### src/rtl/mbpe_pkg.sv
// Shared types and constants for the monochrome bitmap pixel expander.
// Used by the front, queue, back and top-level modules; depends on nothing.
package mbpe_pkg;

  // Configuration register indexes.
  typedef enum logic [1:0] {
    CFG_FILL_MODE  = 2'd0,
    CFG_PEN_COLOR  = 2'd1,
    CFG_BACK_COLOR = 2'd2
  } cfg_idx_e;

  // Input item kinds.
  typedef enum logic {
    KIND_START = 1'b0,
    KIND_BYTE  = 1'b1
  } item_kind_e;

  localparam int unsigned CoordW     = 16;
  localparam int unsigned ColorW     = 16;
  localparam int unsigned PixPerByte = 8;
  localparam int unsigned QueueDepth = 2;

  localparam logic [ColorW-1:0] PenColorRst  = 16'h0000;
  localparam logic [ColorW-1:0] BackColorRst = 16'hFFFF;

  // One byte of work handed from the front to the back.
  typedef struct packed {
    logic [CoordW-1:0]     x;
    logic [CoordW-1:0]     y;
    logic [PixPerByte-1:0] bits;
    logic [PixPerByte-1:0] wmask;
  } job_t;

  // Colors the back needs to paint pixels.
  typedef struct packed {
    logic [ColorW-1:0] pen;
    logic [ColorW-1:0] back;
  } colors_t;

endpackage

### src/rtl/mbpe_front.sv
// Front end: configuration registers, start-item handling and cursor tracking.
// Classifies bytes into jobs for the queue. Depends on mbpe_pkg.
module mbpe_front (
  input  logic                         clk_i,
  input  logic                         rst_ni,
  // Configuration write channel
  input  logic                         cfg_valid_i,
  output logic                         cfg_ready_o,
  input  logic [1:0]                   cfg_index_i,
  input  logic [mbpe_pkg::ColorW-1:0]  cfg_data_i,
  // Input item channel
  input  logic                         in_valid_i,
  output logic                         in_stall_o,
  input  logic                         kind_i,
  input  logic [mbpe_pkg::CoordW-1:0]  origin_x_i,
  input  logic [mbpe_pkg::CoordW-1:0]  origin_y_i,
  input  logic [mbpe_pkg::CoordW-1:0]  pic_width_i,
  input  logic [mbpe_pkg::CoordW-1:0]  pic_height_i,
  input  logic [7:0]                   bitmap_byte_i,
  // Queue push side
  output logic                         push_o,
  output mbpe_pkg::job_t               push_job_o,
  input  logic                         q_full_i,
  // Colors for the back end
  output mbpe_pkg::colors_t            colors_o
);
  import mbpe_pkg::*;

  logic              fill_mode_q, fill_mode_d;
  logic [ColorW-1:0] pen_q, pen_d, back_q, back_d;
  logic [CoordW-1:0] cur_x_q, cur_x_d, cur_y_q, cur_y_d;
  logic [CoordW-1:0] row_start_q, row_start_d, row_end_q, row_end_d;
  logic [CoordW-1:0] y_end_q, y_end_d;
  logic              active_q, active_d;

  logic              in_acc;
  logic [CoordW-1:0] end_x, end_y, next_x, next_y;
  logic [PixPerByte-1:0] wmask;

  assign cfg_ready_o = 1'b1;
  assign in_stall_o  = q_full_i;
  assign in_acc      = in_valid_i & ~in_stall_o;

  assign colors_o.pen  = pen_q;
  assign colors_o.back = back_q;

  // Configuration register writes.
  always_comb begin
    fill_mode_d = fill_mode_q;
    pen_d       = pen_q;
    back_d      = back_q;
    if (cfg_valid_i && cfg_ready_o) begin
      case (cfg_index_i)
        CFG_FILL_MODE:  fill_mode_d = cfg_data_i[0];
        CFG_PEN_COLOR:  pen_d       = cfg_data_i;
        CFG_BACK_COLOR: back_d      = cfg_data_i;
        default: ;
      endcase
    end
  end

  // Picture extents and cursor advance.
  assign end_x  = origin_x_i + pic_width_i;
  assign end_y  = origin_y_i + pic_height_i;
  assign next_x = cur_x_q + CoordW'(PixPerByte);
  assign next_y = cur_y_q + CoordW'(1);
  assign wmask  = fill_mode_q ? {PixPerByte{1'b1}} : bitmap_byte_i;

  always_comb begin
    cur_x_d     = cur_x_q;
    cur_y_d     = cur_y_q;
    row_start_d = row_start_q;
    row_end_d   = row_end_q;
    y_end_d     = y_end_q;
    active_d    = active_q;
    push_o      = 1'b0;
    if (in_acc) begin
      if (kind_i == KIND_START) begin
        row_start_d = origin_x_i;
        cur_x_d     = origin_x_i;
        cur_y_d     = origin_y_i;
        row_end_d   = end_x;
        y_end_d     = end_y;
        active_d    = (origin_x_i < end_x) && (origin_y_i < end_y);
      end else if (active_q) begin
        // A transparent zero byte moves the cursor but paints nothing.
        push_o = |wmask;
        if (next_x >= row_end_q) begin
          cur_x_d = row_start_q;
          cur_y_d = next_y;
          if (next_y >= y_end_q) begin
            active_d = 1'b0;
          end
        end else begin
          cur_x_d = next_x;
        end
      end
    end
  end

  assign push_job_o.x     = cur_x_q;
  assign push_job_o.y     = cur_y_q;
  assign push_job_o.bits  = bitmap_byte_i;
  assign push_job_o.wmask = wmask;

  always_ff @(posedge clk_i or negedge rst_ni) begin
    if (!rst_ni) begin
      fill_mode_q <= 1'b0;
      pen_q       <= PenColorRst;
      back_q      <= BackColorRst;
      cur_x_q     <= '0;
      cur_y_q     <= '0;
      row_start_q <= '0;
      row_end_q   <= '0;
      y_end_q     <= '0;
      active_q    <= 1'b0;
    end else begin
      fill_mode_q <= fill_mode_d;
      pen_q       <= pen_d;
      back_q      <= back_d;
      cur_x_q     <= cur_x_d;
      cur_y_q     <= cur_y_d;
      row_start_q <= row_start_d;
      row_end_q   <= row_end_d;
      y_end_q     <= y_end_d;
      active_q    <= active_d;
    end
  end

  // A job is only queued for an accepted byte of an active picture.
  a_push_needs_byte: assert property (@(posedge clk_i) disable iff (!rst_ni)
    push_o |-> (in_acc && kind_i == KIND_BYTE && active_q))
    else $error("job queued without an active byte transfer");

  // An empty picture never becomes active on its start item.
  a_empty_inactive: assert property (@(posedge clk_i) disable iff (!rst_ni)
    (in_acc && kind_i == KIND_START && pic_width_i == '0) |=> !active_q)
    else $error("zero-width picture became active");

endmodule

### src/rtl/mbpe_queue.sv
// Small job queue between the front and the back end.
// Register-based FIFO; depends on mbpe_pkg for the job type.
module mbpe_queue #(
  parameter int unsigned Depth = mbpe_pkg::QueueDepth
) (
  input  logic           clk_i,
  input  logic           rst_ni,
  input  logic           push_i,
  input  mbpe_pkg::job_t push_job_i,
  output logic           full_o,
  input  logic           pop_i,
  output mbpe_pkg::job_t pop_job_o,
  output logic           empty_o
);
  import mbpe_pkg::*;

  localparam int unsigned PtrW = (Depth > 1) ? $clog2(Depth) : 1;
  localparam int unsigned CntW = $clog2(Depth + 1);

  job_t            slots_q [Depth];
  logic [PtrW-1:0] wr_q, wr_d, rd_q, rd_d;
  logic [CntW-1:0] cnt_q, cnt_d;

  assign full_o    = (cnt_q == CntW'(Depth));
  assign empty_o   = (cnt_q == '0);
  assign pop_job_o = slots_q[rd_q];

  // Pointer and fill count update.
  always_comb begin
    wr_d  = wr_q;
    rd_d  = rd_q;
    cnt_d = cnt_q;
    if (push_i) begin
      wr_d = (wr_q == PtrW'(Depth - 1)) ? '0 : wr_q + PtrW'(1);
    end
    if (pop_i) begin
      rd_d = (rd_q == PtrW'(Depth - 1)) ? '0 : rd_q + PtrW'(1);
    end
    if (push_i && !pop_i) begin
      cnt_d = cnt_q + CntW'(1);
    end else if (pop_i && !push_i) begin
      cnt_d = cnt_q - CntW'(1);
    end
  end

  always_ff @(posedge clk_i or negedge rst_ni) begin
    if (!rst_ni) begin
      wr_q  <= '0;
      rd_q  <= '0;
      cnt_q <= '0;
    end else begin
      wr_q  <= wr_d;
      rd_q  <= rd_d;
      cnt_q <= cnt_d;
    end
  end

  // Storage is payload only.
  always_ff @(posedge clk_i) begin
    if (push_i) begin
      slots_q[wr_q] <= push_job_i;
    end
  end

  a_no_overflow: assert property (@(posedge clk_i) disable iff (!rst_ni)
    !(push_i && full_o))
    else $error("push into a full queue");

  a_no_underflow: assert property (@(posedge clk_i) disable iff (!rst_ni)
    !(pop_i && empty_o))
    else $error("pop from an empty queue");

endmodule

### src/rtl/mbpe_back.sv
// Back end: walks the pending pixels of one job, one pixel write per unstalled cycle.
// Holds the current job in registers; depends on mbpe_pkg.
module mbpe_back (
  input  logic                        clk_i,
  input  logic                        rst_ni,
  // Queue pop side
  input  logic                        q_empty_i,
  input  mbpe_pkg::job_t              q_job_i,
  output logic                        pop_o,
  input  mbpe_pkg::colors_t           colors_i,
  // Pixel output channel
  output logic                        out_valid_o,
  input  logic                        out_stall_i,
  output logic [mbpe_pkg::CoordW-1:0] pixel_x_o,
  output logic [mbpe_pkg::CoordW-1:0] pixel_y_o,
  output logic [mbpe_pkg::ColorW-1:0] pixel_color_o,
  output logic                        last_of_byte_o
);
  import mbpe_pkg::*;

  localparam int unsigned IdxW = $clog2(PixPerByte);

  logic                  busy_q, busy_d;
  job_t                  job_q, job_d;
  logic [PixPerByte-1:0] sel;
  logic [IdxW-1:0]       idx;
  logic [PixPerByte-1:0] rest;
  logic                  out_acc;

  // Leftmost pending pixel; bit 7 is pixel 0.
  always_comb begin
    sel = '0;
    idx = '0;
    for (int i = 0; i < PixPerByte; i++) begin
      if (job_q.wmask[PixPerByte-1-i] && sel == '0) begin
        sel[PixPerByte-1-i] = 1'b1;
        idx                 = IdxW'(i);
      end
    end
  end

  assign rest    = job_q.wmask & ~sel;
  assign out_acc = out_valid_o & ~out_stall_i;

  assign out_valid_o    = busy_q;
  assign pixel_x_o      = job_q.x + CoordW'(idx);
  assign pixel_y_o      = job_q.y;
  assign pixel_color_o  = |(job_q.bits & sel) ? colors_i.pen : colors_i.back;
  assign last_of_byte_o = (rest == '0);

  // Retire a pixel, and take the next job when idle or as the last pixel leaves.
  always_comb begin
    busy_d = busy_q;
    job_d  = job_q;
    pop_o  = 1'b0;
    if (out_acc) begin
      job_d.wmask = rest;
      if (rest == '0) begin
        busy_d = 1'b0;
      end
    end
    if ((!busy_q || (out_acc && rest == '0)) && !q_empty_i) begin
      pop_o  = 1'b1;
      busy_d = 1'b1;
      job_d  = q_job_i;
    end
  end

  always_ff @(posedge clk_i or negedge rst_ni) begin
    if (!rst_ni) begin
      busy_q <= 1'b0;
    end else begin
      busy_q <= busy_d;
    end
  end

  // The job payload needs no reset; busy_q qualifies it.
  always_ff @(posedge clk_i) begin
    job_q <= job_d;
  end

  // A live job always has at least one pixel left to write.
  a_busy_has_pixel: assert property (@(posedge clk_i) disable iff (!rst_ni)
    busy_q |-> (job_q.wmask != '0))
    else $error("current job has no pending pixel");

  // The selected pixel is a single bit of the pending set.
  a_sel_onehot: assert property (@(posedge clk_i) disable iff (!rst_ni)
    busy_q |-> ($onehot(sel) && ((sel & job_q.wmask) == sel)))
    else $error("pixel select is not a single pending bit");

endmodule

### src/rtl/mono_bitmap_pixel_expander_top.sv
// When the back is idle, a byte transfer goes through the job queue into the back end's job
// register before its first pixel write. Throughput: one pixel write per cycle while the output
// is not stalled, bounded by the single pixel output port of the back end. A byte paints its
// set bits, or all eight in backfill mode; a start item or a dropped byte gives no pixel writes.
// Reset (rst_ni, asynchronous, active low) clears the cursor, ends any picture, empties the
// queue and sets fill mode transparent, pen color 0x0000 and background 0xFFFF.
module mono_bitmap_pixel_expander_top #(
  parameter int unsigned QDepth = mbpe_pkg::QueueDepth
) (
  input  logic                        clk_i,
  input  logic                        rst_ni,
  // Configuration write channel
  input  logic                        cfg_valid_i,
  output logic                        cfg_ready_o,
  input  logic [1:0]                  cfg_index_i,
  input  logic [mbpe_pkg::ColorW-1:0] cfg_data_i,
  // Input item channel
  input  logic                        in_valid_i,
  output logic                        in_stall_o,
  input  logic                        kind_i,
  input  logic [mbpe_pkg::CoordW-1:0] origin_x_i,
  input  logic [mbpe_pkg::CoordW-1:0] origin_y_i,
  input  logic [mbpe_pkg::CoordW-1:0] pic_width_i,
  input  logic [mbpe_pkg::CoordW-1:0] pic_height_i,
  input  logic [7:0]                  bitmap_byte_i,
  // Pixel output channel
  output logic                        out_valid_o,
  input  logic                        out_stall_i,
  output logic [mbpe_pkg::CoordW-1:0] pixel_x_o,
  output logic [mbpe_pkg::CoordW-1:0] pixel_y_o,
  output logic [mbpe_pkg::ColorW-1:0] pixel_color_o,
  output logic                        last_of_byte_o
);
  import mbpe_pkg::*;

  logic    push, q_full, pop, q_empty;
  job_t    push_job, pop_job;
  colors_t colors;

  // Front end: config, start items, cursor.
  mbpe_front u_front (
    .clk_i         (clk_i),
    .rst_ni        (rst_ni),
    .cfg_valid_i   (cfg_valid_i),
    .cfg_ready_o   (cfg_ready_o),
    .cfg_index_i   (cfg_index_i),
    .cfg_data_i    (cfg_data_i),
    .in_valid_i    (in_valid_i),
    .in_stall_o    (in_stall_o),
    .kind_i        (kind_i),
    .origin_x_i    (origin_x_i),
    .origin_y_i    (origin_y_i),
    .pic_width_i   (pic_width_i),
    .pic_height_i  (pic_height_i),
    .bitmap_byte_i (bitmap_byte_i),
    .push_o        (push),
    .push_job_o    (push_job),
    .q_full_i      (q_full),
    .colors_o      (colors)
  );

  // Job queue between the two halves.
  mbpe_queue #(
    .Depth (QDepth)
  ) u_queue (
    .clk_i      (clk_i),
    .rst_ni     (rst_ni),
    .push_i     (push),
    .push_job_i (push_job),
    .full_o     (q_full),
    .pop_i      (pop),
    .pop_job_o  (pop_job),
    .empty_o    (q_empty)
  );

  // Back end: pixel writes.
  mbpe_back u_back (
    .clk_i          (clk_i),
    .rst_ni         (rst_ni),
    .q_empty_i      (q_empty),
    .q_job_i        (pop_job),
    .pop_o          (pop),
    .colors_i       (colors),
    .out_valid_o    (out_valid_o),
    .out_stall_i    (out_stall_i),
    .pixel_x_o      (pixel_x_o),
    .pixel_y_o      (pixel_y_o),
    .pixel_color_o  (pixel_color_o),
    .last_of_byte_o (last_of_byte_o)
  );

endmodule

### config.mk
export PLATFORM = sky130hd
export DESIGN_NAME = mono_bitmap_pixel_expander_top
export DESIGN_NICKNAME = d
export VERILOG_FILES = /design/src/rtl/mbpe_pkg.sv /design/src/rtl/mbpe_front.sv /design/src/rtl/mbpe_queue.sv /design/src/rtl/mbpe_back.sv /design/src/rtl/mono_bitmap_pixel_expander_top.sv
export SDC_FILE = /design/constraint.sdc
export NUM_CORES = 1
export LEC_CHECK = 0
export BUFFER_PORTS_ARGS = -buffer_cell sky130_fd_sc_hd__buf_4
export CORE_MARGIN = 3
export CORE_UTILIZATION = 45
export CTS_CLUSTER_DIAMETER = 60
export CTS_CLUSTER_SIZE = 20
export DETAILED_ROUTE_END_ITERATION = 12
export GPL_TIMING_DRIVEN = 0
export PLACE_DENSITY_LB_ADDON = 0.08
export SLEW_MARGIN = 20
export SYNTH_ARGS = -nofsm -noshare
export SYNTH_HDL_FRONTEND = slang
export SYNTH_SLANG_ARGS = --single-unit
### constraint.sdc
create_clock -name clk_i -period 3.7 [get_ports clk_i]
set_input_delay 0.185 -clock clk_i [delete_from_list [all_inputs] [get_ports clk_i]]
set_output_delay 0.185 -clock clk_i [all_outputs]
set_load 0.01 [all_outputs]
==> reports/summary.json, run 1 <==
{
  "hold-worst-slack": {"value": 15.5, "unit": "ps"},
  "outcome": {"value": "finished, final reports clean"},
  "dieArea": {"value": 33100, "unit": "um2"},
  "route.detailed.vias_per_inst": {"value": 5.24},
  "gp_congestion": {"value": 0.835},
  "max_freq": {"value": 276, "unit": "MHz"},
  "nets_finish": {"value": 1601},
  "leakagePower": {"value": 7.16, "unit": "nW"},
  "drc_errors": {"value": 0},
  "globalRoute.totalOverflow": {"value": 0},
  "first_global_vias": {"value": 9395},
  "grt_max_degree": {"value": 84},
  "core.rowCount": {"value": 63},
  "r2r_start": {"value": "u_front.cur_x_q[3]"},
  "post_placement_cell_count": {"value": 1721},
  "commonest_non_fill_non_tap_cell_in_the_layout": {"value": "buf_4"},
  "crit_path_end_kind": {"value": "output pin"},
  "ys_seq_area_share": {"value": 52.6, "unit": "%"},
  "route.antenna.remaining_nets": {"value": 0},
  "ys_async_sr_fraction": {"value": 45.2, "unit": "%"},
  "clkLatencyLatePin": {"value": 510, "unit": "ps"},
  "grt_antenna_before_repair": {"value": 1},
  "final.setup.tns": {"value": 0, "unit": "ps"},
  "peakVddDrop": {"value": 0.368, "unit": "mV"},
  "min_period_over_period": {"value": 98.0, "unit": "%"},
  "p_per_area": {"value": 625, "unit": "nW/um2"},
  "n_fill_cell": {"value": 2615},
  "timing.critical_path.from_type": {"value": "flip-flop"},
  "drt_first_pass_iters": {"value": 5},
  "grt.total_usage": {"value": 18.1, "unit": "%"},
  "buffer_ports.inserted": {"value": 145},
  "worst_r2r_end": {"value": "u_front.cur_x_q[5]"},
  "ctsLongestPathBuffers": {"value": 3},
  "cts-buffers-inserted": {"value": 20},
  "final_hold_viol_count": {"value": 0},
  "initial_cell_density_of_the_core": {"value": 46.4, "unit": "%"},
  "max_cap_viol_count": {"value": 0},
  "clk_root_buffer_cell": {"value": "clkbuf_16"},
  "synth.net_count": {"value": 1381},
  "critical_path_class": {"value": "reg -> out"},
  "drt_first_iter_violations": {"value": 353},
  "design.core.area": {"value": 30000, "unit": "um2"},
  "fp.dieW": {"value": 182, "unit": "um"},
  "finalSetupViolCount": {"value": 0},
  "cts_sinks": {"value": 263},
  "ioPinCount": {"value": 148},
  "clock_tree.htree_level_count": {"value": 1},
  "worst_slew_margin_rel": {"value": 38.1, "unit": "%"},
  "layout_common_cells": {"value": "buf_4, edfxtp_1, nand2_1, dfrtp_1, ha_1"},
  "floorplan.die.height": {"value": 182, "unit": "um"},
  "final_cells": {"value": 1806},
  "worstHoldStart": {"value": "pic_width_i[0]"},
  "wl_per_cell": {"value": 16.8, "unit": "um"},
  "syn_avg_cell_area": {"value": 11.8, "unit": "um2"},
  "rsz_0062_raised_after_global_routing": {"value": "true"},
  "clk_transition_reported_paths": {"value": 80, "unit": "ps"},
  "worst-r2r-setup-slack": {"value": 310, "unit": "ps"},
  "critical_path.max_fanout": {"value": 10},
  "post-layout-total-power": {"value": 0.0106, "unit": "W"},
  "final-max-slew-violation-count": {"value": 0},
  "vias": {"value": 9461},
  "post_synth_num_cell_types": {"value": 62},
  "hold_path.class": {"value": "in -> reg"},
  "hold_path_end": {"value": "u_front.row_end_q[0]"},
  "detailed_place_hpwl": {"value": 22600, "unit": "um"},
  "holdPathStages": {"value": 3},
  "synth-seq-cells": {"value": 263},
  "syn_area": {"value": 13900, "unit": "um2"},
  "grt_first_pass_wirelength": {"value": 49300, "unit": "um"},
  "final_period_minus_worst_setup_slack": {"value": 3630, "unit": "ps"},
  "synthesis.yosys.warnings": {"value": 0},
  "ys_dominant_reg_cell": {"value": "edfxtp_1"},
  "antenna_cells_inserted": {"value": 0},
  "arrival": {"value": 3440, "unit": "ps"},
  "area.growth.synth_to_final": {"value": 21.5, "unit": "%"},
  "worst_slew_pin_slew": {"value": 928, "unit": "ps"},
  "final_layout_size_suffix_gt1_share": {"value": 24.9, "unit": "%"},
  "postSynthCellCount": {"value": 1182},
  "synth-edff-count": {"value": 144},
  "tritoncts": {"value": "yes"},
  "worst-r2r-cell-count": {"value": 14},
  "crit_required": {"value": 3510, "unit": "ps"},
  "wirelength": {"value": 30400, "unit": "um"},
  "clock-skew-final": {"value": 15.0, "unit": "ps"}
}
[cells in the mapped netlist, drive strengths merged (4+ instances only)]
library cell	n	area, um2
edfxtp	144	4320
nand2	126	473
dfrtp	103	2580
ha	100	1250
mux2	90	1050
o21ai	68	348
nor2	58	218
a21oi	50	250
inv	47	176
xnor2	39	342
buf	35	243
xor2	34	298
mux2i	28	280
nand3	24	120
a21o	22	165
clkbuf	20	75.1
o211ai	19	143
dfstp	16	420
nand4	14	87.6
a311oi	12	105
a31oi	12	75.1
nor3	11	55.1
or2	11	68.8
and3	9	56.3
nor2b	8	50.1
o22ai	8	50.1
nand2b	7	43.8
o21a	7	52.6
o21bai	6	45.0
o31ai	6	45.0
a211oi	5	37.5
and2	4	25.0
nor4	4	25.0
[repair_timing]
| action | in CTS | in global routing |
|---|---|---|
| hold buffers | 46 | 0 |
| setup buffers | 0 | 4 |
| gates resized for setup | 8 | 21 |
| pin swaps | 0 | 9 |
| endpoints found under the setup margin | 32 | 40 |
| hold endpoints to repair | 213 | 0 |
[critical path: stages, from the launching register on]
cell	delay (ps)
edfxtp_1	380
buf_6	150
or4_4	540
or2_0	220
buf_4	160
o31ai_4	270
ha_1	280
a21o_1	190
a21oi_4	230
nor2_1	110
nand3_1	110
xnor2_1	140
buf_4	150
[sequential cells by signal, summed over array words and instances (netlist names)]
| register | cells |
|---|---|
| u_back.out_valid_o | 1 |
| u_front.back_q | 16 |
| u_front.cur_y_q | 16 |
| u_front.pen_q | 16 |
| u_front.cur_x_q | 16 |
| u_front.row_start_q | 16 |
| u_queue.slots_q | 96 |
| u_front.active_q | 1 |
| u_queue.rd_q | 1 |
| u_queue.cnt_q | 2 |
| u_front.row_end_q | 16 |
| u_back.pixel_y_o | 16 |
| u_front.fill_mode_q | 1 |
| u_back.job_q | 32 |
| u_queue.wr_q | 1 |
| u_front.y_end_q | 16 |
[cell families after synthesis]
family | Yosys count | share of synthesized area, %
and+or+nand+nor | 288 | 9.47
adders and majority gates | 104 | 9.49
buffers and inverters | 102 | 3.55
AOI/OAI and AO/OA | 233 | 10.7
other | 1 | 0.0269
xor gates and xnor gates | 73 | 4.59
muxes | 118 | 9.56
DFF | 263 | 52.6
[layout make-up]
cell class                 instances  area, um2  share of cell area (%)
tap                              390        488                    2.89
timing repair buffer             199       1700                    10.0
inverter                          47        176                    1.04
multi-input combinational        817       6210                    36.7
clock inverter                    14        155                   0.917
buffer                            54        327                    1.93
sequential                       263       7320                    43.3
clock buffer                      22        539                    3.19
[worst max path at each step]
stage | startpoint | end | slack (ps) | depth (start not counted)
CTS | u_back.job_q[6] | pixel_x_o[14] | 0.9 | 12
finish | u_back.job_q[7] | pixel_x_o[9] | 70 | 12
floorplan | origin_y_i[0] | u_front.active_q | 330 | 15
detailed placement | origin_y_i[0] | u_front.active_q | -490 | 16
global route | u_back.job_q[7] | pixel_x_o[10] | -80 | 12
global placement | u_queue.cnt_q[0] | u_queue.slots_q[0][45] | -520 | 5
[layer usage]
metal	vias up	GRT usage (%)	routed length [um]	share of wire, %
li1	4744	-	-	-
met1	4476	26.0	14600	48
met2	206	29.9	14000	46
met3	33	2.28	1310	4.3
met4	2	3.72	524	1.7
met5	-	0	7	0.023
[report_power, final]
group / internal [W] / leakage, nW / switching [W]
logic: 0.00179 / 4.09 / 0.00201
registers: 0.00396 / 2.72 / 0.000521
clock network: 0.00123 / 0.341 / 0.00106
[per-stage QoR]
stage                     worst slack [ps]  utilization (%)  area [um2]
after floorplan                        327                -       13900
after global placement                -525             51.6       15500
after detailed placement              -489             52.0       15600
after CTS                            0.925             56.0       16800
after global routing                 -83.5             56.3       16900
final                                 72.9             56.3       16900
Note: power is estimated with default switching activity, not from simulation.
==> run 2, diff against run 1 <==
--- a/config.mk
+++ b/config.mk
@@ -6,12 +6,14 @@
 export NUM_CORES = 1
 export LEC_CHECK = 0
 export BUFFER_PORTS_ARGS = -buffer_cell sky130_fd_sc_hd__buf_4
+export CORE_ASPECT_RATIO = 1.1
 export CORE_MARGIN = 3
 export CORE_UTILIZATION = 45
 export CTS_CLUSTER_DIAMETER = 60
 export CTS_CLUSTER_SIZE = 20
 export DETAILED_ROUTE_END_ITERATION = 12
 export GPL_TIMING_DRIVEN = 0
+export HOLD_SLACK_MARGIN = 0.02
 export PLACE_DENSITY_LB_ADDON = 0.08
 export SLEW_MARGIN = 20
 export SYNTH_ARGS = -nofsm -noshare
==> run 2 against run 1 <==
  * Non-clock buffer count up 9
  * Register-to-register slack got worse by 30 ps
  * Largest cell class unchanged
  * Routed wire length down 0.33%
  * Critical path depth increased by 1
  * Setup slack improved by 59 ps
  * Combinational power about the same
  * Worst hold slack better by 30 ps
  * Via count hardly changed
  * Cell area decreased by 0.10%
==> reports/summary.json, run 2 (synthesis gave the netlist of run 1 again) <==
{
  "power_switching_share": {"value": 34.1, "unit": "%", "change": "+0.049 points"},
  "final.setup.tns": {"value": 0, "unit": "ps", "change": "unchanged"},
  "arrival": {"value": 3380, "unit": "ps", "change": "-60 ps"},
  "drt_first_pass_iters": {"value": 5, "change": "unchanged"},
  "floorplan.die.height": {"value": 190, "unit": "um", "change": "+4.7%"},
  "holdPathStages": {"value": 3, "change": "unchanged"},
  "max_cap_viol_count": {"value": 0, "change": "unchanged"},
  "design.core.area": {"value": 30100, "unit": "um2", "change": "about the same"},
  "dieArea": {"value": 33100, "unit": "um2", "change": "about the same"},
  "final_hold_viol_count": {"value": 0, "change": "unchanged"},
  "route.detailed.vias_per_inst": {"value": 5.17, "change": "-1.4%"},
  "grt_antenna_before_repair": {"value": 0, "change": "-1"},
  "ioPinCount": {"value": 148, "change": "unchanged"},
  "vias": {"value": 9452, "change": "-0.095%"},
  "buffer_ports.inserted": {"value": 145, "change": "unchanged"},
  "grt.total_usage": {"value": 18.4, "unit": "%", "change": "+0.25 points"},
  "drc_errors": {"value": 0, "change": "unchanged"},
  "globalRoute.totalOverflow": {"value": 0, "change": "unchanged"},
  "nets_finish": {"value": 1608, "change": "+0.44%"},
  "critical_path_class": {"value": "reg -> out"},
  "finish.utilization": {"value": 56.2, "unit": "%", "change": "-0.11 points"},
  "grt_max_degree": {"value": 66, "change": "-21%"},
  "clk_transition_reported_paths": {"value": 80, "unit": "ps", "change": "about the same"},
  "clkLatencyLatePin": {"value": 500, "unit": "ps", "change": "about the same"},
  "post-layout-total-power": {"value": 0.0102, "unit": "W", "change": "-3.3%"},
  "wl_per_cell": {"value": 16.6, "unit": "um", "change": "-1.6%"},
  "tritoncts": {"value": "yes"},
  "route.antenna.remaining_nets": {"value": 0, "change": "unchanged"},
  "area.growth.synth_to_final": {"value": 21.3, "unit": "%"},
  "fp.dieW": {"value": 174, "unit": "um", "change": "-4.5%"},
  "p_per_area": {"value": 605, "unit": "nW/um2", "change": "-3.2%"},
  "comb_power_share": {"value": 37.1, "unit": "%", "change": "+1.1 points"},
  "leakagePower": {"value": 7.14, "unit": "nW", "change": "-0.20%"},
  "finalSetupViolCount": {"value": 0, "change": "unchanged"},
  "final_period_minus_worst_setup_slack": {"value": 3570, "unit": "ps", "change": "-59.5 ps"},
  "clock_tree.htree_level_count": {"value": 1, "change": "unchanged"},
  "layout_common_cells": {"value": "buf_4, edfxtp_1, nand2_1, dfrtp_1, ha_1"},
  "worst_slew_pin_slew": {"value": 867, "unit": "ps", "change": "-61.1 ps"},
  "critical_path.max_fanout": {"value": 5, "change": "-5"},
  "rsz_0062_raised_after_global_routing": {"value": "true"},
  "antenna_cells_inserted": {"value": 0, "change": "unchanged"},
  "internal_power": {"value": 0.00674, "unit": "W", "change": "-3.4%"},
  "worst-r2r-cell-count": {"value": 14, "change": "unchanged"},
  "final_cells": {"value": 1829, "change": "+1.3%"},
  "cts_sinks": {"value": 263, "change": "unchanged"},
  "largest-register": {"value": "u_queue.slots_q"},
  "final-max-slew-violation-count": {"value": 0, "change": "unchanged"},
  "power_frac_seq": {"value": 43.8, "unit": "%", "change": "+1.4 points"},
  "power.share.clock": {"value": 19.1, "unit": "%", "change": "-2.5 points"},
  "gp_congestion": {"value": 0.844, "change": "+1.1%"},
  "ctsLongestPathBuffers": {"value": 3, "change": "unchanged"},
  "detailed_place_hpwl": {"value": 22500, "unit": "um", "change": "-0.50%"},
  "wirelength": {"value": 30300, "unit": "um", "change": "-0.33%"},
  "first_global_vias": {"value": 9684, "change": "+3.1%"},
  "worst_slew_margin_rel": {"value": 42.2, "unit": "%", "change": "+4.1 points"},
  "crit_path_end_kind": {"value": "output pin"},
  "outcome": {"value": "finished, final reports clean"},
  "drt_first_iter_violations": {"value": 363, "change": "+2.8%"},
  "cts-buffers-inserted": {"value": 18, "change": "-10%"},
  "netSwitchingPower": {"value": 0.00348, "unit": "W", "change": "-3.2%"},
  "min_period_over_period": {"value": 96.4, "unit": "%", "change": "-1.6 points"},
  "top_regs": {"value": "u_queue.slots_q: 96 flops, u_back.job_q: 32 flops"},
  "commonest_non_fill_non_tap_cell_in_the_layout": {"value": "buf_4"},
  "grt_first_pass_wirelength": {"value": 49800, "unit": "um", "change": "+1.1%"},
  "largest_reg_flops": {"value": 96, "change": "unchanged"},
  "core.rowCount": {"value": 66, "change": "+4.8%"},
  "clk_root_buffer_cell": {"value": "clkbuf_16"},
  "final_layout_size_suffix_gt1_share": {"value": 24.9, "unit": "%", "change": "about the same"},
  "hold_path.class": {"value": "in -> reg"},
  "peakVddDrop": {"value": 0.326, "unit": "mV", "change": "-12%"},
  "clock-skew-final": {"value": 14.8, "unit": "ps", "change": "-0.195 ps"},
  "n_fill_cell": {"value": 2664, "change": "+1.9%"},
  "timing.critical_path.from_type": {"value": "flip-flop"},
  "max_freq": {"value": 280, "unit": "MHz", "change": "+1.7%"},
  "post_placement_cell_count": {"value": 1739, "change": "+1.0%"},
  "crit_required": {"value": 3510, "unit": "ps", "change": "about the same"},
  "initial_cell_density_of_the_core": {"value": 46.3, "unit": "%", "change": "about the same"}
}
## run 2: changes by cell type in the layout (fill, tap and decap cells not counted), sizes merged, moves of 2 or more
cell	change
bufinv	-2
clkbuf	+3
buf	+5
dlygate4sd3	+4
inv	-3
## run 2: layout make-up
class	count	area (um2)	share of cell area (%)
clock buffers	25	508	3.01
flip-flops and latches	263	7320	43.3
clock inverters	7	50.0	0.296
repair buffers	208	1770	10.5
inverters	47	176	1.04
plain buffers	54	327	1.93
well taps	408	510	3.02
multi-input cells	817	6230	36.9
## run 2: what timing repair did
action | 4_1_cts | 5_1_grt
setup endpoints to repair | 40 | 34
resized for setup | 11 | 22
endpoints found under the hold margin | 149 | 1
pin swaps | 1 | 13
hold buffers | 49 | 1
setup buffers | 0 | 9
## run 2: path summary, 6_finish.rpt
| check | start | to | slack [ps] |
|---|---|---|---|
| worst max-delay path | u_back.job_q[7] | pixel_x_o[15] | 130 |
| worst min-delay path | origin_x_i[0] | u_front.cur_x_q[0] | 50 |
| worst max register to register | u_front.cur_x_q[3] | u_front.cur_x_q[13] | 280 |
| worst min register to register | u_front.row_start_q[12] | u_front.row_start_q[12] | 480 |
| max in group asynchronous | rst_ni | u_front.row_start_q[13] | 2730 |
| min in group asynchronous | rst_ni | u_back.out_valid_o | 280 |
## run 2: metrics by stage
step | hold slack [ps] | cell area (um2) | worst slack [ps]
3_3_place_gp | 393 | 15500 | -532
6_report | 45.6 | 16900 | 132
5_1_grt | 38.8 | 16900 | -47.7
2_1_floorplan | -111 | 13900 | 327
3_5_place_dp | 248 | 15600 | -494
4_1_cts | 20.1 | 16700 | 30.1
## run 2: power by group through the flow
stage	logic [W]	clock network [W]	registers, W
after floorplan	0.00267	0	0.00438
after detailed placement	0.00370	0	0.00454
after global placement	0.00361	0	0.00451
after global routing	0.00430	0.00214	0.00459
after CTS	0.00380	0.00203	0.00448
final	0.00379	0.00196	0.00448
## run 2: routing by layer
layer  GRT usage [%]  wire (um)  vias to the layer above
li1                -          -                     4760
met1            25.3      14200                     4472
met4            4.08        500                        0
met5               0          0                        -
met2            31.5      14500                      187
met3            2.23       1160                       33
## run 2: critical path, stage by stage, from the launching register on
cell,delay (ps)
edfxtp_1,380
buf_6,130
or4_4,530
or2_0,230
buf_4,160
o31ai_4,250
ha_1,270
a21o_1,210
a21oi_4,200
buf_6,130
nor3_4,40
nand3_1,90
xnor2_1,120
buf_4,150
